## src/rtl/core/rgbc_pkg.sv

```systemverilog
// Shared types, constants and register codes for the wrapped RGB 3x3 convolution.
// Depends on nothing; the MAC, sequencer, top level and testbench import it.
`timescale 1ns / 1ps

package rgbc_pkg;

  // Default frame store geometry
  localparam int MAX_WIDTH_DEF  = 256;
  localparam int MAX_HEIGHT_DEF = 256;

  // Fixed field widths
  localparam int COORD_W     = 8;
  localparam int CHAN_W      = 8;
  localparam int PIXEL_W     = 3 * CHAN_W;
  localparam int FRAME_DIM_W = 9;
  localparam int COEF_W      = 16;
  localparam int COEF_ROW_W  = 3 * COEF_W;
  localparam int KERN_DIM    = 3;
  // 9 taps of 16b x 9b products fit in 28 signed bits
  localparam int ACC_W       = 28;

  // Configuration port
  localparam int CFG_DATA_W = 64;
  localparam int CFG_ADDR_W = 6;
  localparam int CFG_IDX_W  = 3;

  localparam logic [CFG_IDX_W-1:0] REG_FRAME_WIDTH  = 3'd0;
  localparam logic [CFG_IDX_W-1:0] REG_FRAME_HEIGHT = 3'd1;
  localparam logic [CFG_IDX_W-1:0] REG_COEFF_TOP    = 3'd2;
  localparam logic [CFG_IDX_W-1:0] REG_COEFF_MID    = 3'd3;
  localparam logic [CFG_IDX_W-1:0] REG_COEFF_BOTTOM = 3'd4;

  localparam logic [FRAME_DIM_W-1:0] FRAME_DIM_RST = 9'd256;
  localparam logic [COEF_ROW_W-1:0]  COEFF_MID_RST = 48'h0000_0100_0000;
  localparam logic [COEF_ROW_W-1:0]  COEFF_EDGE_RST = '0;

  // Item commands
  localparam logic CMD_STORE   = 1'b0;
  localparam logic CMD_REQUEST = 1'b1;

  typedef struct packed {
    logic                cmd;
    logic [COORD_W-1:0]  col;
    logic [COORD_W-1:0]  row;
    logic [CHAN_W-1:0]   red_in;
    logic [CHAN_W-1:0]   green_in;
    logic [CHAN_W-1:0]   blue_in;
  } in_beat_t;

  typedef struct packed {
    logic [COORD_W-1:0]  out_col;
    logic [COORD_W-1:0]  out_row;
    logic [CHAN_W-1:0]   red_out;
    logic [CHAN_W-1:0]   green_out;
    logic [CHAN_W-1:0]   blue_out;
  } out_beat_t;

  // Live configuration seen by the sequencer
  typedef struct packed {
    logic [FRAME_DIM_W-1:0]                 frame_width;
    logic [FRAME_DIM_W-1:0]                 frame_height;
    logic [KERN_DIM-1:0][COEF_ROW_W-1:0]    coeff;
  } cfg_t;

  // Sequencer to MAC control
  typedef struct packed {
    logic clear;
    logic en;
  } mac_ctrl_t;

endpackage

```

## src/rtl/core/rgbc_mac.sv

```systemverilog
// Shared multiply-accumulate: one tap per cycle, three color lanes, plus saturation.
// Depends on rgbc_pkg.
`timescale 1ns / 1ps

module rgbc_mac (
  input  logic                             clk,
  input  rgbc_pkg::mac_ctrl_t              ctrl,
  input  logic signed [rgbc_pkg::COEF_W-1:0] coef,
  input  logic [rgbc_pkg::PIXEL_W-1:0]     pixel,
  output logic [rgbc_pkg::PIXEL_W-1:0]     result
);
  import rgbc_pkg::*;

  localparam int PROD_W = COEF_W + CHAN_W + 1;

  logic signed [ACC_W-1:0]  acc_r   [3];
  logic signed [ACC_W-1:0]  acc_nxt [3];
  logic signed [PROD_W-1:0] prod    [3];

  // Divide by 256 toward zero, then clamp to 0..255; negatives all land on 0
  function automatic logic [CHAN_W-1:0] sat_byte(input logic signed [ACC_W-1:0] a);
    logic [ACC_W-9:0] q;
    q = a[ACC_W-1:8];
    if (a[ACC_W-1]) begin
      return '0;
    end else if (q > (ACC_W-8)'(255)) begin
      return 8'hFF;
    end
    return q[CHAN_W-1:0];
  endfunction

  // Lane products and accumulate
  always_comb begin
    for (int i = 0; i < 3; i++) begin
      prod[i] = coef * $signed({1'b0, pixel[(2-i)*CHAN_W +: CHAN_W]});
      if (ctrl.clear) begin
        acc_nxt[i] = '0;
      end else if (ctrl.en) begin
        acc_nxt[i] = acc_r[i] + {{(ACC_W-PROD_W){prod[i][PROD_W-1]}}, prod[i]};
      end else begin
        acc_nxt[i] = acc_r[i];
      end
    end
  end

  always_ff @(posedge clk) begin
    for (int i = 0; i < 3; i++) begin
      acc_r[i] <= acc_nxt[i];
    end
  end

  assign result = {sat_byte(acc_r[0]), sat_byte(acc_r[1]), sat_byte(acc_r[2])};

endmodule

```

## config.mk

```make
export PLATFORM = sky130hd
export DESIGN_NAME = rgbc_mac
export DESIGN_NICKNAME = d
export VERILOG_FILES = /design/src/rtl/core/rgbc_pkg.sv /design/src/rtl/core/rgbc_mac.sv
export SDC_FILE = /design/constraint.sdc
export NUM_CORES = 1
export LEC_CHECK = 0
export ABC_CLOCK_PERIOD_IN_PS = 10300
export BUFFER_PORTS_ARGS = -buffer_cell sky130_fd_sc_hd__clkbuf_2
export CAP_MARGIN = 20
export CORE_ASPECT_RATIO = 0.8
export CORE_MARGIN = 10
export CORE_UTILIZATION = 55
export CTS_CLUSTER_DIAMETER = 40
export DETAILED_ROUTE_END_ITERATION = 8
export PLACE_DENSITY = 0.78
export SLEW_MARGIN = 5
export SYNTH_ARGS = -nofsm -noshare
export SYNTH_HDL_FRONTEND = slang
export SYNTH_SLANG_ARGS = --single-unit
```

## constraint.sdc

```tcl
create_clock -name clk -period 10.3 [get_ports clk]
set_clock_uncertainty 0.1 [all_clocks]
set_input_delay 2.575 -clock clk [delete_from_list [all_inputs] [get_ports clk]]
set_output_delay 2.575 -clock clk [all_outputs]
set_load 0.02 [all_outputs]
```

======== Yosys cells after proc, flatten, opt, wreduce, memory -nomap -nowiden ========
Memory sizes are Yosys's and may differ from the RTL's.
Cells that the tools add are included.
operators by class
  add/sub/neg operators ................... 3
  multiply operators ...................... 3
  divide/modulo/power cells ............... 0
  $lt $le $gt $ge ......................... 3
  eq/ne operators ......................... 0
  shift operators ......................... 0
  mux-type cells .......................... 21
  bitwise operators ....................... 0
  reductions and logical operators ........ 0
operator list
  cell                 count
  $mux 28              6
  $add 28x28->28       3
  $mul 16x9->25        3
  $mux 8               9
  $gt 20x8->1 const B  3
  $mux 1               6
word-level totals
  bits in registers ....................... 0
  latch bits .............................. 0
  RAM bits ................................ 84
  ROM bits ................................ 0
  input port bits ......................... 43
  output and inout port bits .............. 24
  memories kept ........................... 1
memory list
  name   depth  width  read ports  clocked after Yosys merged registers in  write ports  line            text
  acc_r  3      28     3           0                                        3            rgbc_mac.sv:16  logic signed [ACC_W-1:0] acc_r [3];

======== Depth between registers and ports, before layout ========
Gate-level depths: netlist of run 1.
  depth in word-level cells ............... 4
  mapped depth ............................ 32
  gate-level depth less buffers ........... 31

======== Worst setup path after synthesis of run 1 ========
No wires, ideal clock.
  kind .................................... input -> register
  from .................................... input port pixel[0] (netlist name)
  to ...................................... memory acc_r[2][27], in the netlist acc_r[0][83]
  data arrival time ....................... 8.772 ns
  setup slack ............................. 1.361 ns
  stages .................................. 26
  buffers on the path ..................... 1
  path through ............................ clkbuf_1 -> nand2_1 -> fa_1 -> inv_1 -> fa_1 -> inv_1 -> fa_1 -> fa_1 -> inv_1 -> ha_1 -> o21a_1 -> o31a_1 -> nor2_1 -> o31ai_1 -> a311oi_2 -> nor3_1 -> xnor2_1 -> ha_1 -> a21oi_1 -> o21ai_0 -> o41a_1 -> a211o_1 -> o31a_1 -> xnor3_1 -> or3_1 -> a21oi_2
RTL lines
  element          line            text
  start, declared  rgbc_mac.sv:9   input logic [rgbc_pkg::PIXEL_W-1:0] pixel,
  end, declared    rgbc_mac.sv:16

==> run summary, run 1 <==
Total Wirelength - 50,200 um
Leading cell types in the layout, fill and taps excluded - inv_1 (472), fa_1 (309), ha_1 (234)
Die extent in x - 237 um
Largest net degree at the start of global routing - 91
CTS tree - done
Footprint of the multi-input gates - 17,000 um^2
Placed Instance Area - 21,500 um^2
DR iter-0 viols - 985
Syn Inst Count - 2,470
Worst Setup End Kind - flop
FF+latch area - 1680 um^2
FFs w/ async S/R, synth - 0
CP arrival - 9.55 ns
Fin crit share - 0.909
Fin cells - 2,969
Cell variety after synth - 72
Grt ovf - 0
Worst min path class - flop to flop
Clock-pin slew of the registers on the worst-case setup and hold paths - 0.07 ns
Syn_nets - 3,056
Layout Nets - 3,063
Post-synth top flop - dfxtp_1
Post-CTS setup buffer count - 0
Die Y - 194 um
Synth area leaders - fa_1 (30%), ha_1 (14%), inv_1 (8.5%)
Max reg flops - 84
RSZ-0062 raised after global routing - false
Min cycle time layout - 9.36 ns
Core area - 37,100 um^2
Detailed Routing Iterations Pass 1 - 7
Post-route cell area - 21,800 um^2
Max clock buf depth - 2
IO Count - 67
Setup Total Neg Slack - 0 ns
Layout cells sized above 1 - 0.0483
Port bufs - 66
Mapped cell area - 20,700 um^2
Die ar. - 45,900 um^2
Share of the synthesized area in the top cell type - 0.298
Cell taking the most area after synthesis - fa_1
Share of the yosys chip area belonging to registers - 0.0811
Crit path launch type - input port
Diodes inserted - 0
Max-slew violation count - 0
Post-cts hold buffer count - 0
Highest Clock Rate - 107 MHz
DRC - 0
Crit-path max FO - 24
Routed Antenna Nets - 0
Clk root buf - clkbuf_16
Status - completed
Final Hold Vio Count - 0
Crit path required time - 10.50 ns
Gates resized, CTS repair - 0
YS warnings - 0
Fin util - 0.588
Initial antenna violation count - 0
Clock latency on the worst-skew pair - 0.37 ns
Avg Vias per Cell - 5.72
Vias - 16,988
Final setup fails - 0
Number of synthesized flops with an enable pin - 0
Critical path class - input port to flop
Gr usage total - 0.221
RePlAce Congestion - 0.910
Num rows - 63
FF+latch count, synth - 84
Slew HR - 0.312
Biggest regs - acc_r x84
Wirelength per Cell - 16.9 um
Most flop-heavy register - acc_r
Global-route wire length before repair - 85,700 um
CTS Buf Count - 9
Initial cell density of the core - 0.559
Placed insts - 2,951
MaxCap Viol Count - 0
H-tree Lvls - 3
Post-DP HPWL - 40,100 um
Most common cell after layout, fill and taps aside - inv_1
Fillers - 3,239
Worst-margin pin slew - 1.03 ns
Clock sinks - 84
Area delta synth->final - 5.29%
Syn_area_per_cell - 8.40 um^2
Vias in the first global route - 17,796
[worst max-delay path: stages]
cell and delay (ns):
clkbuf_2 0.43, nand2_1 0.16, fa_1 0.56, inv_1 0.05, ha_1 0.28, ha_1 0.28, inv_1 0.08, fa_1 0.40
inv_1 0.06, ha_1 0.16, inv_1 0.06, fa_1 0.45, nor2b_1 0.19, o31a_1 0.16, nor2_1 0.06, o31ai_1 0.53
a311oi_2 0.22, nor3_1 0.33, xnor2_1 0.16, ha_1 0.28, a21oi_1 0.13, o21ai_0 0.22, o41a_1 0.50, a211o_1 0.30
o31a_1 0.25, xnor3_1 0.18, or3_1 0.33, a21oi_2 0.13
[logic make-up after synthesis]
group                      count (synthesis)  synth area share
buffers and inverters                    558             0.101
adders and majority gates                543             0.439
DFF                                       84            0.0811
xor gates and xnor gates                 130            0.0555
muxes                                     48            0.0233
AOI/OAI and AO/OA                        371             0.121
and+or+nand+nor                          736             0.179
[worst paths after layout]
kind                start            to  slack [ns]  cells past startpoint
max               coef[4]  acc_r[0][83]        0.94                     28
min          acc_r[0][34]  acc_r[0][34]        0.37                      2
max reg2reg   acc_r[0][0]  acc_r[0][26]        6.76                     12
min reg2reg  acc_r[0][34]  acc_r[0][34]        0.37                      2
[synthesized netlist by cell type (all sizes together) (6+ instances only)]
cell type	n
inv	472
fa	309
ha	234
nand2	225
and2	222
nor2	123
a21oi	115
xnor2	93
dfxtp	84
clkbuf	78
a21o	50
o21ai	50
mux2i	46
xor2	36
nor3	33
nand3	27
and3	18
nor2b	18
a31oi	17
a41o	17
nand2b	17
o21bai	17
a211oi	16
nor4	14
o21a	13
or3	13
a31o	8
buf	8
o211ai	8
a311oi	7
o311ai	7
a211o	6
nand4	6
[through the flow]
stage               hold slack (ns)  setup slack [ns]
floorplan                     0.345              1.36
global placement              0.358             0.840
detailed placement            0.363             0.656
CTS                           0.373              1.03
global route                  0.411             0.439
finish                        0.374             0.942
[routing by layer]
| layer | vias to the layer above | part of all wire | GRT usage |
|---|---|---|---|
| li1 | 7921 | - | - |
| met1 | 8417 | 0.41 | 0.266 |
| met2 | 548 | 0.50 | 0.388 |
| met3 | 102 | 0.057 | 0.0391 |
| met4 | 0 | 0.033 | 0.0807 |
| met5 | - | 0 | 0 |
[cell type report]
| cell class | instances | area share |
|---|---|---|
| clock buffer | 10 | 0.0105 |
| clock inverter | 6 | 0.00624 |
| inverter | 472 | 0.0811 |
| multi-input combinational | 1828 | 0.777 |
| sequential | 84 | 0.0770 |
| tap | 487 | 0.0279 |
| timing repair buffer | 82 | 0.0205 |
Power of run 1 is not shown: default switching activity piles up to over one toggle a cycle in this logic, so the estimate is an artifact.
==> inputs of run 2 (changes only) <==
RECOVER_POWER = 25   (was not set)
==> run 2 against run 1 <==
The run now ends with capacitance limit, slew limit left. Critical path type unchanged. Flip-flop and latch count unchanged. Via count decreased by 0.36%. Hold slack about the same. Wire length about the same. Non-clock buffer count unchanged.
==> run summary, run 2 (synthesis results as in run 1) <==
Worst Setup End Kind - flop
Status - finished with violations
IO Count - 67
Num rows - 63
Setup Total Neg Slack - 0 ns
Initial antenna violation count - 0
Gr usage total - 0.221
Most flop-heavy register - acc_r
Crit path required time - 10.45 ns
Biggest regs - acc_r x84
MaxCap Viol Count - 2
Total Wirelength - 50,200 um
Worst min path class - flop to flop
Final hold slack - 0.374 ns
Crit path launch type - input port
Post-CTS setup buffer count - 0
Final Hold Vio Count - 0
Area delta synth->final - 5.14%
Most common cell after layout, fill and taps aside - inv_1
CP max stage cell - fa_1
Post-DP HPWL - 40,100 um
Violated checks - capacitance limit, slew limit
Port bufs - 66
Vias - 16,927
Fin crit share - 0.911
CTS Buf Count - 9
Min cycle time layout - 9.38 ns
Vias in the first global route - 17,796
Clock sinks - 84
CTS tree - done
Clock-pin slew of the registers on the worst-case setup and hold paths - 0.06 ns
Crit-path max FO - 17
Die ar. - 45,900 um^2
Final setup fails - 0
Crit path buf inv count - 5
RSZ-0062 raised after global routing - false
Routed Antenna Nets - 0
Layout Nets - 3,063
Max reg flops - 84
CP peak stage delay - 0.54 ns
Post-cts hold buffer count - 0
Highest Clock Rate - 107 MHz
Layout cells sized above 1 - 0.0403
Critical path class - input port to flop
DR iter-0 viols - 978
CP arrival - 9.54 ns
Grt ovf - 0
Clk root buf - clkbuf_16
Detailed Routing Iterations Pass 1 - 7
Initial cell density of the core - 0.559
Leading cell types in the layout, fill and taps excluded - inv_1 (472), fa_1 (309), ha_1 (234)
Gates resized, CTS repair - 0
Avg Vias per Cell - 5.70
H-tree Lvls - 3
Die Y - 194 um
Largest net degree at the start of global routing - 91
Max-slew violation count - 91
Most Frequent Cell on Critical Path - fa_1
Slew HR - -1.16
Worst-margin pin slew - 3.25 ns
Die extent in x - 237 um
Clock latency on the worst-skew pair - 0.36 ns
Wirelength per Cell - 16.9 um
Global-route wire length before repair - 85,700 um
RePlAce Congestion - 0.910
CP top delay family - adder cells
Core area - 37,100 um^2
DRC - 0
Max clock buf depth - 2
[run 2: layout make-up]
cell class                      count  area (um^2)
Antenna cell                        1         2.50
Clock inverter                      6          136
Multi-Input combinational cell   1828        17000
Sequential cell                    84         1680
Tap cell                          487          609
Inverter                          472         1770
Fill cell                        3243        15300
Timing Repair Buffer               82          415
Clock buffer                       10          229
[run 2: final timing paths]
| check | start | endpoint | slack [ns] | cells after the start |
|---|---|---|---|---|
| setup / recovery | coef[7] | acc_r[0][55] | 0.92 | 31 |
| hold / removal | acc_r[0][34] | acc_r[0][34] | 0.37 | 2 |
| setup reg to reg | acc_r[0][0] | acc_r[0][26] | 6.79 | 12 |
| hold reg to reg | acc_r[0][34] | acc_r[0][34] | 0.37 | 2 |
[run 2: metal layers]
layer / global-route usage / vias up / wire length, um
li1: - / 7916 / -
met1: 0.266 / 8397 / 20400
met2: 0.388 / 516 / 25300
met3: 0.0391 / 98 / 2830
met4: 0.0807 / 0 / 1660
met5: 0 / - / 0
[run 2: stage by stage]
stage                     std cells   util  instance area [um^2]  worst slack [ns]
after floorplan                2470      -                 20700              1.36
after global placement         2951  0.578                 21500             0.840
after detailed placement       2951  0.578                 21500             0.656
after CTS                      2967  0.588                 21800              1.03
after global routing           2969  0.587                 21800             0.428
final                          2970  0.588                 21800             0.918
[run 2: worst register-to-register path, stage by stage (launching register included)]
cell and delay, ns:
dfxtp_1 0.32, ha_1 0.23, fa_1 0.41, a21o_1 0.20
a21oi_1 0.24, nor2b_1 0.10, o211a_1 0.25, nor3_2 0.30
nor2_1 0.14, a221o_1 0.44, a41oi_1 0.32, nor4_1 0.08
a211o_1 0.29
Power of run 2 is left out for the same reason.
==> inputs of run 3 (changes only) <==
CAP_MARGIN = 15   (was 20)
CORE_UTILIZATION = 37   (was 55)
PLACE_DENSITY = 0.58   (was 0.78)
==> run 3 against run 2 <==
The flow still finishes with violations (capacitance limit, slew limit). Worst setup slack worse by 0.067 ns. Clock-buffer cell count up 1. Critical endpoint is now acc_r[0][51]. Flip-flop and latch count stayed put. Design area rose by 1.3%. Fmax is 0.70% lower. Highest routed layer unchanged. Register-to-register slack lost 0.02 ns. Hold slack got worse by 0.0081 ns. Wire length rose by 2.5%. Via count is 2.5% lower. First-iteration DRC count shrank 26%. Critical path type unchanged. Die area up 44%.
==> run summary, run 3 (synthesis results as in run 1) <==
Initial antenna violation count - 0
Setup Total Neg Slack - 0 ns
Total Wirelength - 51,500 um
Diodes inserted - 0
Fin crit share - 0.917
Post-DP HPWL - 41,800 um
H-tree Lvls - 3
Gates resized, CTS repair - 0
Highest Clock Rate - 106 MHz
Post-cts hold buffer count - 0
Layout cells sized above 1 - 0.0411
Post-route cell area - 22,100 um^2
CP max stage cell - fa_1
R2R Path Start - acc_r[0][0]
Final Hold Vio Count - 0
Slew HR - -2.10
Vias in the first global route - 16,925
Leading cell types in the layout, fill and taps excluded - inv_1 (472), fa_1 (309), ha_1 (234)
Layout Nets - 3,066
Avg Vias per Cell - 5.10
Clock-pin slew of the registers on the worst-case setup and hold paths - 0.06 ns
MaxCap Viol Count - 1
Initial cell density of the core - 0.374
Status - finished with violations
Worst Setup End Kind - flop
Max clock buf depth - 2
Crit path launch type - input port
Post-CTS setup buffer count - 0
Final hold slack - 0.366 ns
Global-route wire length before repair - 85,500 um
Most Frequent Cell on Critical Path - fa_1
Worst-margin pin slew - 4.66 ns
Most flop-heavy register - acc_r
Crit path required time - 10.48 ns
Hold path start - acc_r[0][34]
CP peak stage delay - 0.57 ns
RSZ-0062 raised after global routing - false
CTS Buf Count - 9
Routed Antenna Nets - 0
Clock sinks - 84
CP Launch Point - coef[8]
Critical path class - input port to flop
Clock latency on the worst-skew pair - 0.37 ns
IO Count - 67
CP arrival - 9.63 ns
DRC - 0
Core area - 55,400 um^2
Die Y - 232 um
Max reg flops - 84
Fillers - 5,622
RePlAce Congestion - 0.897
Grt ovf - 0
Vias - 16,501
Min cycle time layout - 9.45 ns
Clk root buf - clkbuf_16
Port bufs - 66
Die ar. - 66,000 um^2
CTS tree - done
Crit-path max FO - 14
Violated checks - capacitance limit, slew limit
Placed Instance Area - 21,800 um^2
Detailed Routing Iterations Pass 1 - 5
Dpl ws - 0.528 ns
Most common cell after layout, fill and taps aside - inv_1
Worst min path class - flop to flop
Setup WS post-layout - 0.852 ns
DR iter-0 viols - 727
Num rows - 77
Die extent in x - 285 um
Area delta synth->final - 6.49%
Biggest regs - acc_r x84
Gr usage total - 0.156
Largest net degree at the start of global routing - 76
Wirelength per Cell - 15.9 um
Final setup fails - 0
Max-slew violation count - 76
==> run 3: worst max-delay path, delay by kind of cell <==
| family | cells | cell delay [ns] |
|---|---|---|
| buffers and inverters | 5 | 0.69 |
| xor gates and xnor gates | 1 | 0.27 |
| and+or+nand+nor | 6 | 1.00 |
| AOI/OAI and AO/OA | 13 | 2.34 |
| adders and majority gates | 6 | 2.74 |
==> run 3: metal layers <==
layer	up-vias	part of all wire	wire length, um	global-route usage
met3	45	0.037	1890	0.0242
li1	7917	-	-	-
met2	259	0.51	26200	0.284
met1	8280	0.44	22800	0.195
met5	-	0	0	0
met4	0	0.012	598	0.0249
==> run 3: final cells by class <==
type | instances | area, um^2 | area share
multi-input combinational | 1828 | 17000 | 0.768
inverter | 472 | 1770 | 0.0802
sequential | 84 | 1680 | 0.0761
tap | 750 | 938 | 0.0425
timing repair buffer | 85 | 440 | 0.0199
clock buffer | 11 | 243 | 0.0110
clock inverter | 4 | 50.0 | 0.00227
==> run 3: worst paths after layout <==
| path | to | slack (ns) | depth (start not counted) |
|---|---|---|---|
| worst min register to register | acc_r[0][34] | 0.37 | 2 |
| worst min-delay path | acc_r[0][34] | 0.37 | 2 |
| worst max register to register | acc_r[0][26] | 6.77 | 12 |
| worst max-delay path | acc_r[0][51] | 0.85 | 31 |
==> run 3: stage by stage <==
step | instances | utilization
after floorplan | 2470 | -
after global placement | 3217 | 0.394
after detailed placement | 3217 | 0.394
after CTS | 3232 | 0.399
after global routing | 3234 | 0.399
final | 3234 | 0.399
Power of run 3 is left out for the same reason.
