### src/rtl/core/rgbc_pkg.sv
// Shared types, constants and register codes for the wrapped RGB 3x3 convolution.
// Depends on nothing; the MAC, sequencer, top level and testbench import it.
`timescale 1ns / 1ps

package rgbc_pkg;

  // Default frame store geometry
  localparam int MAX_WIDTH_DEF  = 256;
  localparam int MAX_HEIGHT_DEF = 256;

  // Fixed field widths
  localparam int COORD_W     = 8;
  localparam int CHAN_W      = 8;
  localparam int PIXEL_W     = 3 * CHAN_W;
  localparam int FRAME_DIM_W = 9;
  localparam int COEF_W      = 16;
  localparam int COEF_ROW_W  = 3 * COEF_W;
  localparam int KERN_DIM    = 3;
  // 9 taps of 16b x 9b products fit in 28 signed bits
  localparam int ACC_W       = 28;

  // Configuration port
  localparam int CFG_DATA_W = 64;
  localparam int CFG_ADDR_W = 6;
  localparam int CFG_IDX_W  = 3;

  localparam logic [CFG_IDX_W-1:0] REG_FRAME_WIDTH  = 3'd0;
  localparam logic [CFG_IDX_W-1:0] REG_FRAME_HEIGHT = 3'd1;
  localparam logic [CFG_IDX_W-1:0] REG_COEFF_TOP    = 3'd2;
  localparam logic [CFG_IDX_W-1:0] REG_COEFF_MID    = 3'd3;
  localparam logic [CFG_IDX_W-1:0] REG_COEFF_BOTTOM = 3'd4;

  localparam logic [FRAME_DIM_W-1:0] FRAME_DIM_RST = 9'd256;
  localparam logic [COEF_ROW_W-1:0]  COEFF_MID_RST = 48'h0000_0100_0000;
  localparam logic [COEF_ROW_W-1:0]  COEFF_EDGE_RST = '0;

  // Item commands
  localparam logic CMD_STORE   = 1'b0;
  localparam logic CMD_REQUEST = 1'b1;

  typedef struct packed {
    logic                cmd;
    logic [COORD_W-1:0]  col;
    logic [COORD_W-1:0]  row;
    logic [CHAN_W-1:0]   red_in;
    logic [CHAN_W-1:0]   green_in;
    logic [CHAN_W-1:0]   blue_in;
  } in_beat_t;

  typedef struct packed {
    logic [COORD_W-1:0]  out_col;
    logic [COORD_W-1:0]  out_row;
    logic [CHAN_W-1:0]   red_out;
    logic [CHAN_W-1:0]   green_out;
    logic [CHAN_W-1:0]   blue_out;
  } out_beat_t;

  // Live configuration seen by the sequencer
  typedef struct packed {
    logic [FRAME_DIM_W-1:0]                 frame_width;
    logic [FRAME_DIM_W-1:0]                 frame_height;
    logic [KERN_DIM-1:0][COEF_ROW_W-1:0]    coeff;
  } cfg_t;

  // Sequencer to MAC control
  typedef struct packed {
    logic clear;
    logic en;
  } mac_ctrl_t;

endpackage

### src/rtl/core/rgbc_seq.sv
// Sequencer: takes items, writes pixels, walks the nine wrapped taps, drives the result.
// Depends on rgbc_pkg.
`timescale 1ns / 1ps

module rgbc_seq #(
  parameter int MAX_WIDTH  = rgbc_pkg::MAX_WIDTH_DEF,
  parameter int MAX_HEIGHT = rgbc_pkg::MAX_HEIGHT_DEF
) (
  input  logic                                             clk,
  input  logic                                             rst_n,
  input  logic                                             in_valid,
  output logic                                             in_stall,
  input  rgbc_pkg::in_beat_t                               in_data,
  input  rgbc_pkg::cfg_t                                   cfg,
  output logic                                             ram_we,
  output logic [$clog2(MAX_WIDTH*MAX_HEIGHT)-1:0]          ram_addr,
  output logic [rgbc_pkg::PIXEL_W-1:0]                     ram_wdata,
  output rgbc_pkg::mac_ctrl_t                              mac_ctrl,
  output logic signed [rgbc_pkg::COEF_W-1:0]               mac_coef,
  input  logic [rgbc_pkg::PIXEL_W-1:0]                     mac_result,
  output logic                                             out_valid,
  input  logic                                             out_stall,
  output rgbc_pkg::out_beat_t                              out_data
);
  import rgbc_pkg::*;

  localparam int ADDR_W = $clog2(MAX_WIDTH*MAX_HEIGHT);
  localparam int XW = ($clog2(MAX_WIDTH+1) > FRAME_DIM_W) ? $clog2(MAX_WIDTH+1) : FRAME_DIM_W;
  localparam int YW = ($clog2(MAX_HEIGHT+1) > FRAME_DIM_W) ? $clog2(MAX_HEIGHT+1)
                                                            : FRAME_DIM_W;

  localparam logic [2:0] ST_IDLE  = 3'd0;
  localparam logic [2:0] ST_SETUP = 3'd1;
  localparam logic [2:0] ST_READ  = 3'd2;
  localparam logic [2:0] ST_DRAIN = 3'd3;
  localparam logic [2:0] ST_DONE  = 3'd4;

  localparam logic [1:0] TAP_LAST = 2'(KERN_DIM - 1);

  logic [2:0]        state_r, state_nxt;
  in_beat_t          item_r;
  logic [1:0]        tr_r, tr_nxt;
  logic [1:0]        tc_r, tc_nxt;
  logic [XW-1:0]     xs_r [3];
  logic [YW-1:0]     ys_r [3];
  logic              mac_en_r;
  logic signed [COEF_W-1:0] coef_r;
  logic              out_valid_r, out_valid_nxt;
  out_beat_t         out_r;

  logic [XW-1:0]     w_eff, w_last, col_x;
  logic [YW-1:0]     h_eff, h_last, row_y;
  logic              req_ok, store_ok, issue, out_load;
  logic [ADDR_W-1:0] store_addr, tap_addr;

  // Effective frame size and neighbor coordinates of the latched item
  always_comb begin
    w_eff  = (XW'(cfg.frame_width) > XW'(MAX_WIDTH)) ? XW'(MAX_WIDTH) : XW'(cfg.frame_width);
    h_eff  = (YW'(cfg.frame_height) > YW'(MAX_HEIGHT)) ? YW'(MAX_HEIGHT)
                                                       : YW'(cfg.frame_height);
    w_last = w_eff - XW'(1);
    h_last = h_eff - YW'(1);
    col_x  = XW'(item_r.col);
    row_y  = YW'(item_r.row);
    req_ok   = (col_x < w_eff) && (row_y < h_eff);
    store_ok = (col_x < XW'(MAX_WIDTH)) && (row_y < YW'(MAX_HEIGHT));
    store_addr = ADDR_W'(row_y) * ADDR_W'(MAX_WIDTH) + ADDR_W'(col_x);
    tap_addr   = ADDR_W'(ys_r[tr_r]) * ADDR_W'(MAX_WIDTH) + ADDR_W'(xs_r[tc_r]);
  end

  // Frame memory port
  always_comb begin
    issue     = (state_r == ST_READ);
    ram_we    = (state_r == ST_SETUP) && (item_r.cmd == CMD_STORE) && store_ok;
    ram_addr  = issue ? tap_addr : store_addr;
    ram_wdata = {item_r.red_in, item_r.green_in, item_r.blue_in};
  end

  assign out_load = (state_r == ST_DONE) && (!out_valid_r || !out_stall);

  // Sequencer
  always_comb begin
    state_nxt = state_r;
    tr_nxt    = tr_r;
    tc_nxt    = tc_r;
    unique case (state_r)
      ST_IDLE: begin
        if (in_valid) begin
          state_nxt = ST_SETUP;
        end
      end
      ST_SETUP: begin
        tr_nxt = '0;
        tc_nxt = '0;
        if (item_r.cmd == CMD_REQUEST && req_ok) begin
          state_nxt = ST_READ;
        end else begin
          state_nxt = ST_IDLE;
        end
      end
      ST_READ: begin
        if (tc_r == TAP_LAST) begin
          tc_nxt = '0;
          if (tr_r == TAP_LAST) begin
            state_nxt = ST_DRAIN;
          end else begin
            tr_nxt = tr_r + 2'd1;
          end
        end else begin
          tc_nxt = tc_r + 2'd1;
        end
      end
      ST_DRAIN: begin
        state_nxt = ST_DONE;
      end
      ST_DONE: begin
        if (out_load) begin
          state_nxt = ST_IDLE;
        end
      end
      default: begin
        state_nxt = ST_IDLE;
      end
    endcase
  end

  // Output register
  always_comb begin
    out_valid_nxt = out_valid_r;
    if (out_load) begin
      out_valid_nxt = 1'b1;
    end else if (!out_stall) begin
      out_valid_nxt = 1'b0;
    end
  end

  always_ff @(posedge clk) begin
    if (!rst_n) begin
      state_r     <= ST_IDLE;
      tr_r        <= '0;
      tc_r        <= '0;
      mac_en_r    <= 1'b0;
      out_valid_r <= 1'b0;
    end else begin
      state_r     <= state_nxt;
      tr_r        <= tr_nxt;
      tc_r        <= tc_nxt;
      mac_en_r    <= issue;
      out_valid_r <= out_valid_nxt;
    end
  end

  // Payload registers
  always_ff @(posedge clk) begin
    if (state_r == ST_IDLE && in_valid) begin
      item_r <= in_data;
    end
    if (state_r == ST_SETUP) begin
      xs_r[0] <= (col_x == '0) ? w_last : col_x - XW'(1);
      xs_r[1] <= col_x;
      xs_r[2] <= (col_x == w_last) ? '0 : col_x + XW'(1);
      ys_r[0] <= (row_y == '0) ? h_last : row_y - YW'(1);
      ys_r[1] <= row_y;
      ys_r[2] <= (row_y == h_last) ? '0 : row_y + YW'(1);
    end
    // coefficient travels alongside the read so it meets the data
    coef_r <= cfg.coeff[tr_r][{tc_r, 4'b0000} +: COEF_W];
    if (out_load) begin
      out_r <= '{out_col:   item_r.col,
                 out_row:   item_r.row,
                 red_out:   mac_result[2*CHAN_W +: CHAN_W],
                 green_out: mac_result[CHAN_W +: CHAN_W],
                 blue_out:  mac_result[0 +: CHAN_W]};
    end
  end

  assign in_stall       = (state_r != ST_IDLE);
  assign mac_ctrl.clear = (state_r == ST_SETUP);
  assign mac_ctrl.en    = mac_en_r;
  assign mac_coef       = coef_r;
  assign out_valid      = out_valid_r;
  assign out_data       = out_r;

endmodule

### config.mk
export PLATFORM = sky130hd
export DESIGN_NAME = rgbc_seq
export DESIGN_NICKNAME = d
export VERILOG_FILES = /design/src/rtl/core/rgbc_pkg.sv /design/src/rtl/core/rgbc_seq.sv
export SDC_FILE = /design/constraint.sdc
export NUM_CORES = 1
export LEC_CHECK = 0
export ABC_AREA = 0
export BUFFER_PORTS_ARGS = -buffer_cell sky130_fd_sc_hd__buf_2
export CAP_MARGIN = 10
export CORE_ASPECT_RATIO = 1.5
export CORE_MARGIN = 4
export CORE_UTILIZATION = 45
export CTS_CLUSTER_DIAMETER = 120
export DETAILED_ROUTE_END_ITERATION = 8
export PLACE_DENSITY = 0.85
export SYNTH_ARGS = -nofsm -noshare
export SYNTH_HDL_FRONTEND = slang
export SYNTH_SLANG_ARGS = --single-unit
### constraint.sdc
create_clock -name clk -period 5.5 [get_ports clk]
set_input_delay 0.275 -clock clk [delete_from_list [all_inputs] [get_ports clk]]
set_output_delay 0.275 -clock clk [all_outputs]
set_load 0.01 [all_outputs]
# After elaboration in Yosys (flattened, before gate mapping)
# Memories as Yosys holds them, arrays and structs flattened. A register that Yosys moved wholly into a read port is not among the register bits.
# Cells that the tools add are included.
[totals]
reg_bits = 106
latch_bits = 0
mem_bits_rw = 54
mem_bits_ro = 0
input_bits = 231
output_inout_bits = 101
elab_cells = 93
memories = 2
[op_classes]
add_sub_neg = 10
mul = 0
div = 0
n_lt_le_gt_ge = 5
n_eq_ne = 14
shift = 1
muxes = 28
bitwise = 1
n_reduce_logical = 15
[mem_list]
columns = ["memory", "depth", "word_bits", "read_ports", "rd_clocked_by_memory_dff", "wr", "line", "rtl"]
rows = [
  ["xs_r", 3, 9, 1, 1, 3, "rgbc_seq.sv:44", "logic [XW-1:0] xs_r [3];"],
  ["ys_r", 3, 9, 1, 1, 3, "rgbc_seq.sv:45", "logic [YW-1:0] ys_r [3];"],
]
[ops]
columns = ["op", "n"]
rows = [
  ["binary-select mux 48 bit (select 2 bit)", 1],
  ["2-to-1 mux 9 bit", 6],
  ["2-to-1 mux 48 bit", 1],
  ["indexed part select 48 x 7 -> 16 bit", 1],
  ["adder 8 x 1 -> 9 bit, second input constant", 2],
  ["equality test 8 x 9 -> 1 bit", 2],
  ["greater-than comparator 9 bit, second input constant", 2],
  ["zero test 9 bit", 2],
  ["less-than comparator 8 x 9 -> 1 bit", 2],
  ["subtractor 8 x 1 -> 9 bit, second input constant", 2],
  ["subtractor 9 x 1 -> 9 bit, second input constant", 2],
  ["adder 16 x 8 -> 16 bit", 1],
  ["adder 16 x 9 -> 16 bit", 1],
  ["2-to-1 mux 16 bit", 1],
  ["2-to-1 mux 2 bit", 8],
  ["one-hot mux 3 bit (5 select lines)", 1],
  ["2-to-1 mux 3 bit", 4],
  ["one-hot mux 2 bit (2 select lines)", 2],
  ["equality test 3 x 2 -> 1 bit, second input constant", 2],
  ["!= test 2 x 1 -> 1 bit, second input constant", 3],
  ["!= test 2 bit, second input constant", 3],
  ["logical AND 1 bit", 5],
  ["adder 2 x 1 -> 2 bit, second input constant", 2],
  ["equality test 2 bit, second input constant", 2],
  ["other kinds (12)", 16],
]

# Depth between registers and ports, before layout
# Gate-level depths: netlist (run 1).
[depth]
depth_word = 7
mapped_depth = 12
mapped_depth_nobuf = 10

# Worst setup path before layout (run 1)
# No wires, ideal clock.
[synth_path]
path_type = "reg2reg"
start = "register state_r[2]"
end = "register out_r (netlist bit out_data[0]) (enable)"
setup_ns = 0.451
arrival_time_ns = 2.770
required_time_ns = 5.049
path_slack_ns = 2.279
stages_incl_launch_ff = 4
n_path_buf = 0
synth_period_minus_slack_ns = 3.221
cell_sequence = "dfxtp_1 > inv_1 > or3_1 > a21oi_1"
[synth_via]
elab_chain_cells = 2
[synth_lines]
columns = ["element", "line", "rtl"]
rows = [
  ["start: declaration", "rgbc_seq.sv:40", "logic [2:0] state_r, state_nxt;"],
  ["start signal: assignment", "rgbc_seq.sv:145", "state_r <= state_nxt;"],
  ["equality test 3 bit", "rgbc_seq.sv:79", "assign out_load = (state_r == ST_DONE) && (!out_valid_r || !out_stall);"],
  ["logical AND 1 bit", "rgbc_seq.sv:79", ""],
  ["net out_load", "rgbc_seq.sv:53", "logic req_ok, store_ok, issue, out_load;"],
  ["end signal: assignment", "rgbc_seq.sv:169", "out_r <= '{out_col: item_r.col,"],
  ["end: declaration", "rgbc_seq.sv:49", "out_beat_t out_r;"],
]
# The timed path passes the listed nets, and every way through them passes these cells.
# A chain may end at the register's enable or synchronous reset.

==> results of run 1 <==
## power breakdown
| part | switching [mW] | total, mW | internal (mW) |
|---|---|---|---|
| Clock | 0.481 | 1.20 | 0.719 |
| Combinational | 0.203 | 0.389 | 0.186 |
| Sequential | 0.0488 | 1.43 | 1.38 |
## worst reg2reg max path, stage by stage (launching register included)
cell and delay (ps):
edfxtp_1 730, or3b_1 420, o221ai_1 170, o221ai_1 160, nor4_2 810, nor3_1 120
## worst max path at each step
stage          slack (ps)  depth (start not counted)                  endpoint               startpoint
2_1_floorplan        2280                          3     out_data[0]$_DFFE_PP_  state_r[2]$_SDFFE_PN0P_
3_3_place_gp         2160                         10  xs_r[2][8]$_SDFFCE_PN0P_                 cfg[161]
3_5_place_dp         2050                         10  xs_r[2][8]$_SDFFCE_PN0P_                 cfg[161]
4_1_cts              2450                         10  xs_r[2][8]$_SDFFCE_PN0P_                 cfg[161]
5_1_grt              2130                         10  xs_r[2][5]$_SDFFCE_PN0P_                 cfg[161]
6_report             2400                         10  xs_r[2][8]$_SDFFCE_PN0P_                 cfg[161]
## synthesized netlist by cell type, drive strengths merged (19+ instances only)
| cell type | number |
|---|---|
| edfxtp | 131 |
| inv | 19 |
| mux2 | 20 |
| nor2 | 72 |
| a21oi | 42 |
| mux2i | 38 |
| nand2 | 58 |
| buf | 34 |
| o21ai | 37 |
| dfxtp | 29 |
| ha | 25 |
| clkbuf | 36 |
| xnor2 | 24 |
## per-stage QoR
step | hold slack (ps) | std cells
final | 22.05 | 1319
after global routing | 6.187 | 1319
after CTS | 6.976 | 1319
after detailed placement | 453.1 | 1287
after global placement | 451.0 | 1287
after floorplan | 373.9 | 768
## per-layer routing
metal	part of all wire [%]	up-vias
li1	-	3416
met1	35	3390
met2	54	343
met3	7.8	60
met4	3.8	2
met5	0.028	-
## logic make-up (layout without fill, tap and decap cells)
| family | after synthesis | count (layout) |
|---|---|---|
| and+or+nand+nor | 225 | 225 |
| AOI/OAI and AO/OA | 161 | 161 |
| DFF | 160 | 160 |
| buffers and inverters | 90 | 389 |
| muxes | 73 | 73 |
| xor gates and xnor gates | 34 | 34 |
| adders and majority gates | 25 | 25 |
## registers in the layout, indices dropped and copies added, names as in the netlist, named ones only
register / cells
ram_wdata: 24
item_r: 9
ys_r: 24
state_r: 3
xs_r: 26
mac_coef: 16
mac_en_r: 1
col_x: 8
tr_r: 2
out_data: 40
out_valid: 1
tc_r: 2
## cells in the final DEF (no fill, tap or decap), drive strengths merged, types with 12 or more instances in the layout
cell type  instances
buf              337
clkbuf            20
a22oi             15
a21oi             42
edfxtp           131
mux2i             38
dfxtp             29
ha                25
mux2              20
o21ai             37
mux4              15
nor2b             12
nand3             14
nor2              72
nor3              18
nand2             58
xnor2             24
o22ai             16
nand2b            12
inv               21
## layout make-up
| class | count | area [um^2] |
|---|---|---|
| Clock buffer | 20 | 436.7 |
| Timing Repair Buffer | 337 | 1702 |
| Sequential cell | 160 | 4517 |
| Fill cell | 1559 | 7835 |
| Clock inverter | 12 | 161.4 |
| Tap cell | 252 | 315.3 |
| Multi-Input combinational cell | 518 | 3734 |
| Inverter | 20 | 75.07 |
==> flow_metrics.py, run 1 <==
metrics = {
    "global_route": {
        "met2_usage_pct": 42.01,
        "antenna_found_initial": 1,
        "grt_max_degree": 42,
        "grt_pass1_vias": 7313,
        "grt_overflow": 0,
        "grtUsageMet3_pct": 4.442,
        "busiest_layer": "met2",
        "grtUsageMet1_pct": 23.32,
        "grt_first_pass_wirelength_mm": 37.49,
        "grt.total_usage_pct": 22.29,
    },
    "die": {
        "die-area_um2": 21600,
        "die_h_um": 178.0,
        "rows": 61,
        "core_area_um2": 18780,
        "die_w_um": 121.3,
        "io_pins": 332,
        "start_util_pct": 46.19,
    },
    "worst_setup_path": {
        "crit_path_max_fanout": 15,
        "rr_endpoint": "xs_r[2][8]$_SDFFCE_PN0P_",
        "end_kind": "register",
        "cp_common_cell": "o221ai_1",
        "worstPathArrival_ps": 3240,
        "setup.worst_path.start_class": "primary input",
        "cp.required_ps": 5630,
        "rrSetupSlack_ps": 2800,
        "r2r-start": "col_x[2]$_DFFE_PP_",
        "critical_path_buf_inv_count": 2,
        "crit_chain": "buf_2, inv_1, nand2_1, ha_1, and2_1, or3b_1, o221ai_1, o221ai_1, nor4_2, nor3_1",
        "max_stage_delay_ps": 810,
        "cpMaxStageDelayCell": "nor4_2",
        "cp_top_family": "simple AND/OR/NAND/NOR gates",
        "r2r_cells": 5,
        "critical_path_class": "primary input to register",
    },
    "synthesis": {
        "synth_compound_area_share_pct": 11.99,
        "synth_area_um2": 8672,
        "async_flop_share_pct": 0,
        "synth_top_family_by_area": "simple AND/OR/NAND/NOR gates",
        "ys_seq_elements": 160,
        "synth_edf_count": 131,
        "post_synth_and_or_nand_nor_area_fraction_pct": 12.93,
        "syn_nets": 1024,
        "yosys.area.top_type": "edfxtp_1",
        "syn_inst": 768,
        "yosys_warnings": 0,
        "ys_seq_area_share_pct": 52.06,
        "avgSynthCellArea_um2": 11.29,
        "synth-xor-area-share_pct": 3.434,
        "muxShareOfSynthArea_pct": 10.88,
        "synth_area_leaders": "edfxtp_1, dfxtp_1, mux2i_1, mux4_2, ha_1",
        "synthAdderAreaFrac_pct": 3.607,
        "synthDistinctLibCells": 65,
        "synth-main-ff-cell": "edfxtp_1",
        "synth_top_area_share_pct": 45.36,
    },
    "final_layout": {
        "nNetsFinal": 1310,
        "fin_area_um2": 10940,
        "antenna_cells": 0,
        "area.growth.synth_to_final_pct": 26.16,
        "drive_above_1_share_pct": 38.89,
        "final_core_util_pct": 58.27,
    },
    "cts": {
        "cts_setup_buffers": 0,
        "cts_root_buf": "clkbuf_16",
        "cts-htree-levels": 4,
        "clk_pin_slew_ps": 70,
        "cts_tree": "done",
        "cts_sinks": 160,
        "numCtsBuffers": 17,
        "hold_buffers": 0,
        "cts.path.max_buffers": 2,
        "clk_latency_ps": 420,
        "cts_resized": 0,
    },
    "status": {
        "status": "finished clean",
    },
    "pwr": {
        "power_density_nw_per_um2": 275.6,
        "peakVddDrop_mv": 0.2415,
        "finalPower_mw": 3.015,
        "p_leak_nw": 4.420,
    },
    "sta": {
        "max_slew_margin_pct": 26.36,
        "min_period_ps": 3103,
        "setup_viol": 0,
        "layout_setup_ws_ps": 2397,
        "max_freq_mhz": 322.3,
        "tightest_slew_ps": 1102,
        "hold_viol_final": 0,
        "min_period_over_period_pct": 56.42,
        "drv_slew": 0,
        "fin_worst_skew_ps": 7.724,
        "rsz0062_at_grt": "no",
        "setup_tns_ps": 0,
    },
    "drt": {
        "wl_per_cell_um": 18.66,
        "via_per_inst": 5.467,
        "routed_wl_mm": 24.61,
        "dr.pass1.iters": 5,
        "drcViolationCount": 0,
        "vias": 7211,
        "ant_nets": 0,
        "initialDrtViolationCount": 418,
    },
    "job": {
        "drv_cap": 0,
    },
    "placement": {
        "place.gp.congestion": 0.9085,
        "placed_area_um2": 10340,
        "dp_hpwl_mm": 18.95,
        "place_ws_ps": 2048,
        "placement.io_buffers": 331,
    },
    "worst_hold_path": {
        "min_path_cells": 1,
        "hp-class": "primary input to register",
        "hold_end": "ram_wdata[13]$_DFFE_PP_",
        "min_from": "in_data[13]",
    },
}
(Power assumes the default switching activity.)
==> run 2: changes to the inputs <==
--- a/config.mk
+++ b/config.mk
@@ -5,7 +5,7 @@
 export SDC_FILE = /design/constraint.sdc
 export NUM_CORES = 1
 export LEC_CHECK = 0
-export ABC_AREA = 0
+export ABC_AREA = 1
 export BUFFER_PORTS_ARGS = -buffer_cell sky130_fd_sc_hd__buf_2
 export CAP_MARGIN = 10
 export CORE_ASPECT_RATIO = 1.5
@@ -13,7 +13,7 @@
 export CORE_UTILIZATION = 45
 export CTS_CLUSTER_DIAMETER = 120
 export DETAILED_ROUTE_END_ITERATION = 8
-export PLACE_DENSITY = 0.85
+export PLACE_DENSITY = 0.86
 export SYNTH_ARGS = -nofsm -noshare
 export SYNTH_HDL_FRONTEND = slang
 export SYNTH_SLANG_ARGS = --single-unit
==> constraint.sdc (replaced) <==
create_clock -name clk -period 2.9 [get_ports clk]
set_input_delay 0.145 -clock clk [delete_from_list [all_inputs] [get_ports clk]]
set_output_delay 0.145 -clock clk [all_outputs]
set_load 0.01 [all_outputs]
==> run 2 against run 1 <==
Net effect:
- clock power grew 88%
- combinational power rose to 2.8 times the previous value
- critical path depth increased by 3
- non-clock buffer count rose by 75
- cell area is 5.9% higher
- count of clock-buffer cells in the layout decreased by 3
- register-to-register slack worse by 2200 ps
- sequential share of layout area shrank 2.3 points
- synthesized cell count increased by 24%
- worst setup slack lost 2300 ps
- die area decreased by 1.7%
- largest power group unchanged
==> flow_metrics.py, run 2 <==
metrics = {
    "status": {
        "status": "finished clean",
    },
    "sta": {
        "tightest_slew_ps": 1177,
        "min_period_ps": 2772,
        "setup_viol": 0,
        "drv_slew": 0,
        "max_freq_mhz": 360.7,
        "setup_tns_ps": 0,
        "fin_worst_skew_ps": 15.47,
        "layout_setup_ws_ps": 127.5,
        "hold_viol_final": 0,
        "max_slew_margin_pct": 21.27,
        "min_period_over_period_pct": 95.60,
    },
    "drt": {
        "dr.pass1.iters": 5,
        "drcViolationCount": 0,
        "vias": 8361,
        "initialDrtViolationCount": 601,
        "via_per_inst": 5.275,
        "routed_wl_mm": 28.00,
        "wl_per_cell_um": 17.66,
        "ant_nets": 0,
    },
    "worst_setup_path": {
        "max_stage_delay_ps": 380,
        "cpMaxStageDelayCell": "dfxtp_1",
        "cp_top_family": "simple AND/OR/NAND/NOR gates",
        "critical_path_class": "register to primary output",
        "r2r-start": "col_x[0]$_DFFE_PP_",
        "worstPathArrival_ps": 2630,
        "rr_endpoint": "xs_r[0][4]$_DFFE_PP_",
        "crit_path_max_fanout": 17,
        "r2r_cells": 7,
        "setup.worst_path.start_class": "register",
        "end_kind": "primary output",
        "rrSetupSlack_ps": 640,
        "cp.required_ps": 2760,
        "crit_chain": "buf_6, nand2_1, o21ai_2, ha_2, ha_1, inv_1, or2_1, or2_1, nor2_2, nand2_1, xor2_1, o21ai_1, buf_2",
        "critical_path_buf_inv_count": 3,
    },
    "synthesis": {
        "synth_area_leaders": "edfxtp_1, nand2_1, dfxtp_1, o21ai_0, nor2_1",
        "syn_nets": 1205,
        "synth_top_area_share_pct": 46.18,
        "yosys-top-cells-count": "nand2_1, edfxtp_1, nor2_1",
        "ys_seq_area_share_pct": 53.00,
        "synth_area_um2": 8518,
        "synth_edf_count": 131,
        "async_flop_share_pct": 0,
        "ys_seq_elements": 160,
        "synth-main-ff-cell": "edfxtp_1",
        "avgSynthCellArea_um2": 8.976,
        "synthDistinctLibCells": 41,
        "syn_inst": 949,
        "synth.most_common_cell": "nand2_1",
        "yosys.area.top_type": "edfxtp_1",
        "yosys_warnings": 0,
    },
    "cts": {
        "clk_latency_ps": 430,
        "cts_setup_buffers": 0,
        "numCtsBuffers": 17,
        "cts_sinks": 160,
        "cts.path.max_buffers": 2,
        "cts_root_buf": "clkbuf_16",
        "cts-htree-levels": 4,
        "cts_tree": "done",
        "clk_pin_slew_ps": 70,
    },
    "die": {
        "start_util_pct": 45.93,
        "die_w_um": 120.3,
        "die-area_um2": 21240,
        "io_pins": 332,
        "die_h_um": 176.5,
        "core_area_um2": 18550,
        "rows": 61,
    },
    "worst_hold_path": {
        "min_from": "out_stall",
        "min_path_cells": 3,
        "hold_end": "out_valid$_SDFFE_PN0P_",
        "hp-class": "primary input to register",
    },
    "global_route": {
        "antenna_found_initial": 0,
        "grt_overflow": 0,
        "grt_pass1_vias": 8445,
        "grt_first_pass_wirelength_mm": 42.46,
        "grt_max_degree": 47,
        "grt.total_usage_pct": 25.64,
    },
    "placement": {
        "dp_hpwl_mm": 20.05,
        "placed_area_um2": 10300,
        "place.gp.congestion": 0.9195,
        "place_ws_ps": 361.8,
        "placement.io_buffers": 331,
    },
    "final_layout": {
        "multiInputGateArea_um2": 3462,
        "antenna_cells": 0,
        "drive_above_1_share_pct": 30.46,
        "fin_area_um2": 11580,
        "num-fill-cells": 1462,
        "final_common_cell": "buf_2",
        "nNetsFinal": 1576,
        "largest_reg_flops": 40,
        "area.growth.synth_to_final_pct": 35.99,
        "regArea_um2": 4519,
        "most-common-layout-cells": "buf_2, nand2_1, edfxtp_1",
    },
    "pwr": {
        "p_leak_nw": 5.180,
        "power_density_nw_per_um2": 528.6,
        "peakVddDrop_mv": 0.4760,
    },
    "job": {
        "drv_cap": 0,
    },
}
==> run 2: cell count changes in the layout (fill, tap and decap cells not counted), sizes merged, moves of 17 or more <==
cell | previous run | this run
o21ai | 37 | 102
inv | 21 | 75
xnor2 | 24 | 5
nand3 | 14 | 56
mux2i | 38 | 1
nor2 | 72 | 112
nand2 | 58 | 226
dlygate4sd3 | 0 | 65
mux2 | 20 | 0
a22o | 0 | 17
==> run 2: kinds of logic (layout without fill, tap and decap cells) <==
kind of cell    count (synthesis)  count (layout)  share of synthesized area (%)
simple gates                  418             418                          20.08
compound gates                189             189                          13.21
flops                         160             160                          53.00
buf+inv                       128             512                          6.874
xor+xnor                       28              28                          3.055
fa+ha+maj                      25              25                          3.672
mux                             1               1                         0.1175
==> run 2: layout make-up <==
type / count / share of cell area, %
sequential: 160 / 39.01
multi-input combinational: 661 / 29.89
timing repair buffer: 412 / 20.99
clock buffer: 17 / 3.673
tap: 252 / 2.722
inverter: 68 / 2.268
clock inverter: 15 / 1.447
==> run 2: worst max-delay path by stage <==
stage / start / to / slack [ps] / cells past startpoint
2_1_floorplan: state_r[2]$_SDFFE_PN0P_ / out_data[0]$_DFFE_PP_ / 90 / 4
3_3_place_gp: register / ram_addr[14] / 390 / 13
3_5_place_dp: register / ram_addr[14] / 360 / 13
4_1_cts: register / ram_addr[14] / 40 / 13
5_1_grt: register / ram_addr[14] / -20 / 13
6_report: register / ram_addr[14] / 130 / 13
==> run 2: layer usage <==
layer	GRT usage [%]	wire, um	up-vias	part of all wire [%]
li1	-	-	3986	-
met1	26.21	9757	3797	35
met2	47.64	14470	483	52
met3	6.122	2493	95	8.9
met4	13.85	1276	0	4.6
met5	0	0	-	0
==> run 2: where the power goes <==
part,internal (mW),switching [mW]
logic,0.469,0.597
registers,2.69,0.105
clock network,1.23,1.03
total,4.39,1.73
==> run 2: through the flow <==
| step | cells | util (%) | hold WS (ps) | power (mW) |
|---|---|---|---|---|
| after floorplan | 949 | - | 243.9 | 3.403 |
| after global placement | 1487 | 55.56 | 320.8 | 3.793 |
| after detailed placement | 1487 | 55.56 | 323.1 | 3.823 |
| after CTS | 1584 | 62.30 | 13.77 | 6.116 |
| after global routing | 1585 | 62.46 | 33.65 | 6.380 |
| final | 1585 | 62.46 | 11.28 | 6.123 |
==> run 2: tightest hold or removal path, cell delays in order <==
cell     delay, ps
buf_2          100
nand2_1         70
a21oi_1         70
==> run 2: timing repair <==
| item | CTS | global route |
|---|---|---|
| pin swaps | 0 | 1 |
| endpoints found under the setup margin | 1 | 2 |
| endpoints found under the hold margin | 65 | 0 |
| gates resized for setup | 5 | 9 |
| hold buffers | 65 | 0 |
==> run 3: changes to the inputs <==
--- a/config.mk
+++ b/config.mk
@@ -8,7 +8,6 @@
 export ABC_AREA = 1
 export BUFFER_PORTS_ARGS = -buffer_cell sky130_fd_sc_hd__buf_2
 export CAP_MARGIN = 10
-export CORE_ASPECT_RATIO = 1.5
 export CORE_MARGIN = 4
 export CORE_UTILIZATION = 45
 export CTS_CLUSTER_DIAMETER = 120
==> constraint.sdc (replaced) <==
create_clock -name clk -period 3.4 [get_ports clk]
set_input_delay 0.17 -clock clk [delete_from_list [all_inputs] [get_ports clk]]
set_output_delay 0.17 -clock clk [all_outputs]
set_load 0.01 [all_outputs]
==> run 3 against run 2 <==
Net effect:
- count of clock-buffer cells in the layout unchanged
- flip-flop and latch count stayed put
- sequential power fell by 15%
- die area fell by 0.21%
- non-clock buffer count decreased by 3
- cell area down 0.42%
- via count grew 2.1%
- sequential share of layout area rose by 0.12 points
- clock power fell by 15%
==> flow_metrics.py, run 3 (synthesis results as in run 2) <==
metrics = {
    "worst_hold_path": {
        "hp-class": "primary input to register",
    },
    "die": {
        "core_area_um2": 18640,
        "io_pins": 332,
        "die_w_um": 145.6,
        "rows": 50,
        "die-area_um2": 21200,
        "die_h_um": 145.6,
        "start_util_pct": 45.69,
    },
    "sta": {
        "setup_tns_ps": 0,
        "setup_viol": 0,
        "min_period_over_period_pct": 90.34,
        "drv_slew": 0,
        "max_freq_mhz": 325.6,
        "tightest_slew_ps": 1060,
        "fin_worst_skew_ps": 16.25,
        "hold_viol_final": 0,
        "rsz0062_at_grt": "no",
        "layout_setup_ws_ps": 328.4,
        "min_period_ps": 3072,
        "max_slew_margin_pct": 29.10,
    },
    "drt": {
        "routed_wl_mm": 29.09,
        "dr.pass1.iters": 8,
        "vias": 8539,
        "wl_per_cell_um": 18.59,
        "ant_nets": 0,
        "via_per_inst": 5.456,
        "drcViolationCount": 0,
        "initialDrtViolationCount": 743,
    },
    "final_layout": {
        "nNetsFinal": 1573,
        "drive_above_1_share_pct": 29.70,
        "most-common-layout-cells": "buf_2, nand2_1, edfxtp_1",
        "area.growth.synth_to_final_pct": 35.41,
        "num-fill-cells": 1500,
        "largest_reg_flops": 40,
        "final_common_cell": "buf_2",
    },
    "worst_setup_path": {
        "end_kind": "primary output",
        "setup.worst_path.start_class": "register",
        "cp_top_family": "simple AND/OR/NAND/NOR gates",
        "max_stage_delay_ps": 690,
        "cp.required_ps": 3230,
        "worstPathArrival_ps": 2900,
        "crit_chain": "nand2_1, o21ai_0, ha_1, ha_1, inv_1, or2_1, or2_1, nor2_1, nand2_1, xor2_1, o21ai_1, buf_2",
        "crit_path_max_fanout": 18,
        "cpMaxStageDelayCell": "dfxtp_1",
        "critical_path_class": "register to primary output",
        "critical_path_buf_inv_count": 2,
    },
    "cts": {
        "numCtsBuffers": 17,
        "cts_resized": 0,
        "cts-htree-levels": 4,
        "clk_latency_ps": 430,
        "cts_setup_buffers": 0,
        "hold_buffers": 65,
        "cts_sinks": 160,
        "cts.path.max_buffers": 2,
        "clk_pin_slew_ps": 70,
        "cts_tree": "done",
        "cts_root_buf": "clkbuf_16",
    },
    "placement": {
        "dp_hpwl_mm": 20.68,
        "place_ws_ps": 783.0,
        "place.gp.congestion": 0.9308,
        "placement.io_buffers": 331,
    },
    "status": {
        "status": "finished clean",
    },
    "global_route": {
        "grt_pass1_vias": 8701,
        "grt_overflow": 0,
        "grt_max_degree": 48,
        "antenna_found_initial": 1,
        "grt_first_pass_wirelength_mm": 45.89,
        "grt.total_usage_pct": 27.00,
    },
    "pwr": {
        "p_leak_nw": 5.170,
        "peakVddDrop_mv": 0.3638,
        "power_density_nw_per_um2": 453.6,
    },
    "job": {
        "drv_cap": 0,
    },
}
[run 3: worst min-delay path: stages]
cell and delay (ps):
buf_2 130, o21ai_0 70, nor2_1 50
[run 3: final timing paths]
kind	start	endpoint	slack, ps	cells after the start
max	register	ram_addr[14]	330	12
min reg2reg	state_r[0]$_SDFFE_PN0P_	state_r[2]$_SDFFE_PN0P_	540	2
max reg2reg	col_x[0]$_DFFE_PP_	xs_r[0][5]$_DFFE_PP_	1070	8
min	rst_n	register	50	3
[run 3: area by class of cell]
cell class,instances,area (um^2),share of cell area (%)
Inverter,68,256.5,2.224
Tap cell,234,292.8,2.538
Clock buffer,17,425.4,3.688
Multi-Input combinational cell,661,3450,29.91
Clock inverter,15,188.9,1.638
Sequential cell,160,4514,39.14
Timing Repair Buffer,409,2405,20.85
Antenna cell,1,2.502,0.02169
[run 3: report_power, final]
group | switching [mW] | internal, mW
clock | 0.927 | 1.00
combinational | 0.515 | 0.395
sequential | 0.0948 | 2.30
total | 1.54 | 3.70
[run 3: routing by layer]
| layer | part of all wire (%) | track usage (%) | vias to the layer above |
|---|---|---|---|
| met5 | 0 | 0 | - |
| li1 | - | - | 3983 |
| met4 | 4.8 | 13.72 | 0 |
| met2 | 52 | 49.15 | 564 |
| met1 | 35 | 28.70 | 3892 |
| met3 | 9.0 | 7.287 | 100 |
[run 3: stage by stage]
| step | util (%) | hold WS [ps] | total power [mW] | instance area, um^2 | std cells |
|---|---|---|---|---|---|
| floorplan | - | 268.9 | 2.903 | 8523 | 949 |
| global placement | 55.07 | 345.8 | 3.232 | 10270 | 1467 |
| detailed placement | 55.07 | 348.1 | 3.263 | 10270 | 1467 |
| CTS | 61.86 | 32.29 | 5.226 | 11530 | 1564 |
| global route | 61.87 | 54.90 | 5.449 | 11530 | 1565 |
| finish | 61.87 | 47.56 | 5.232 | 11530 | 1565 |
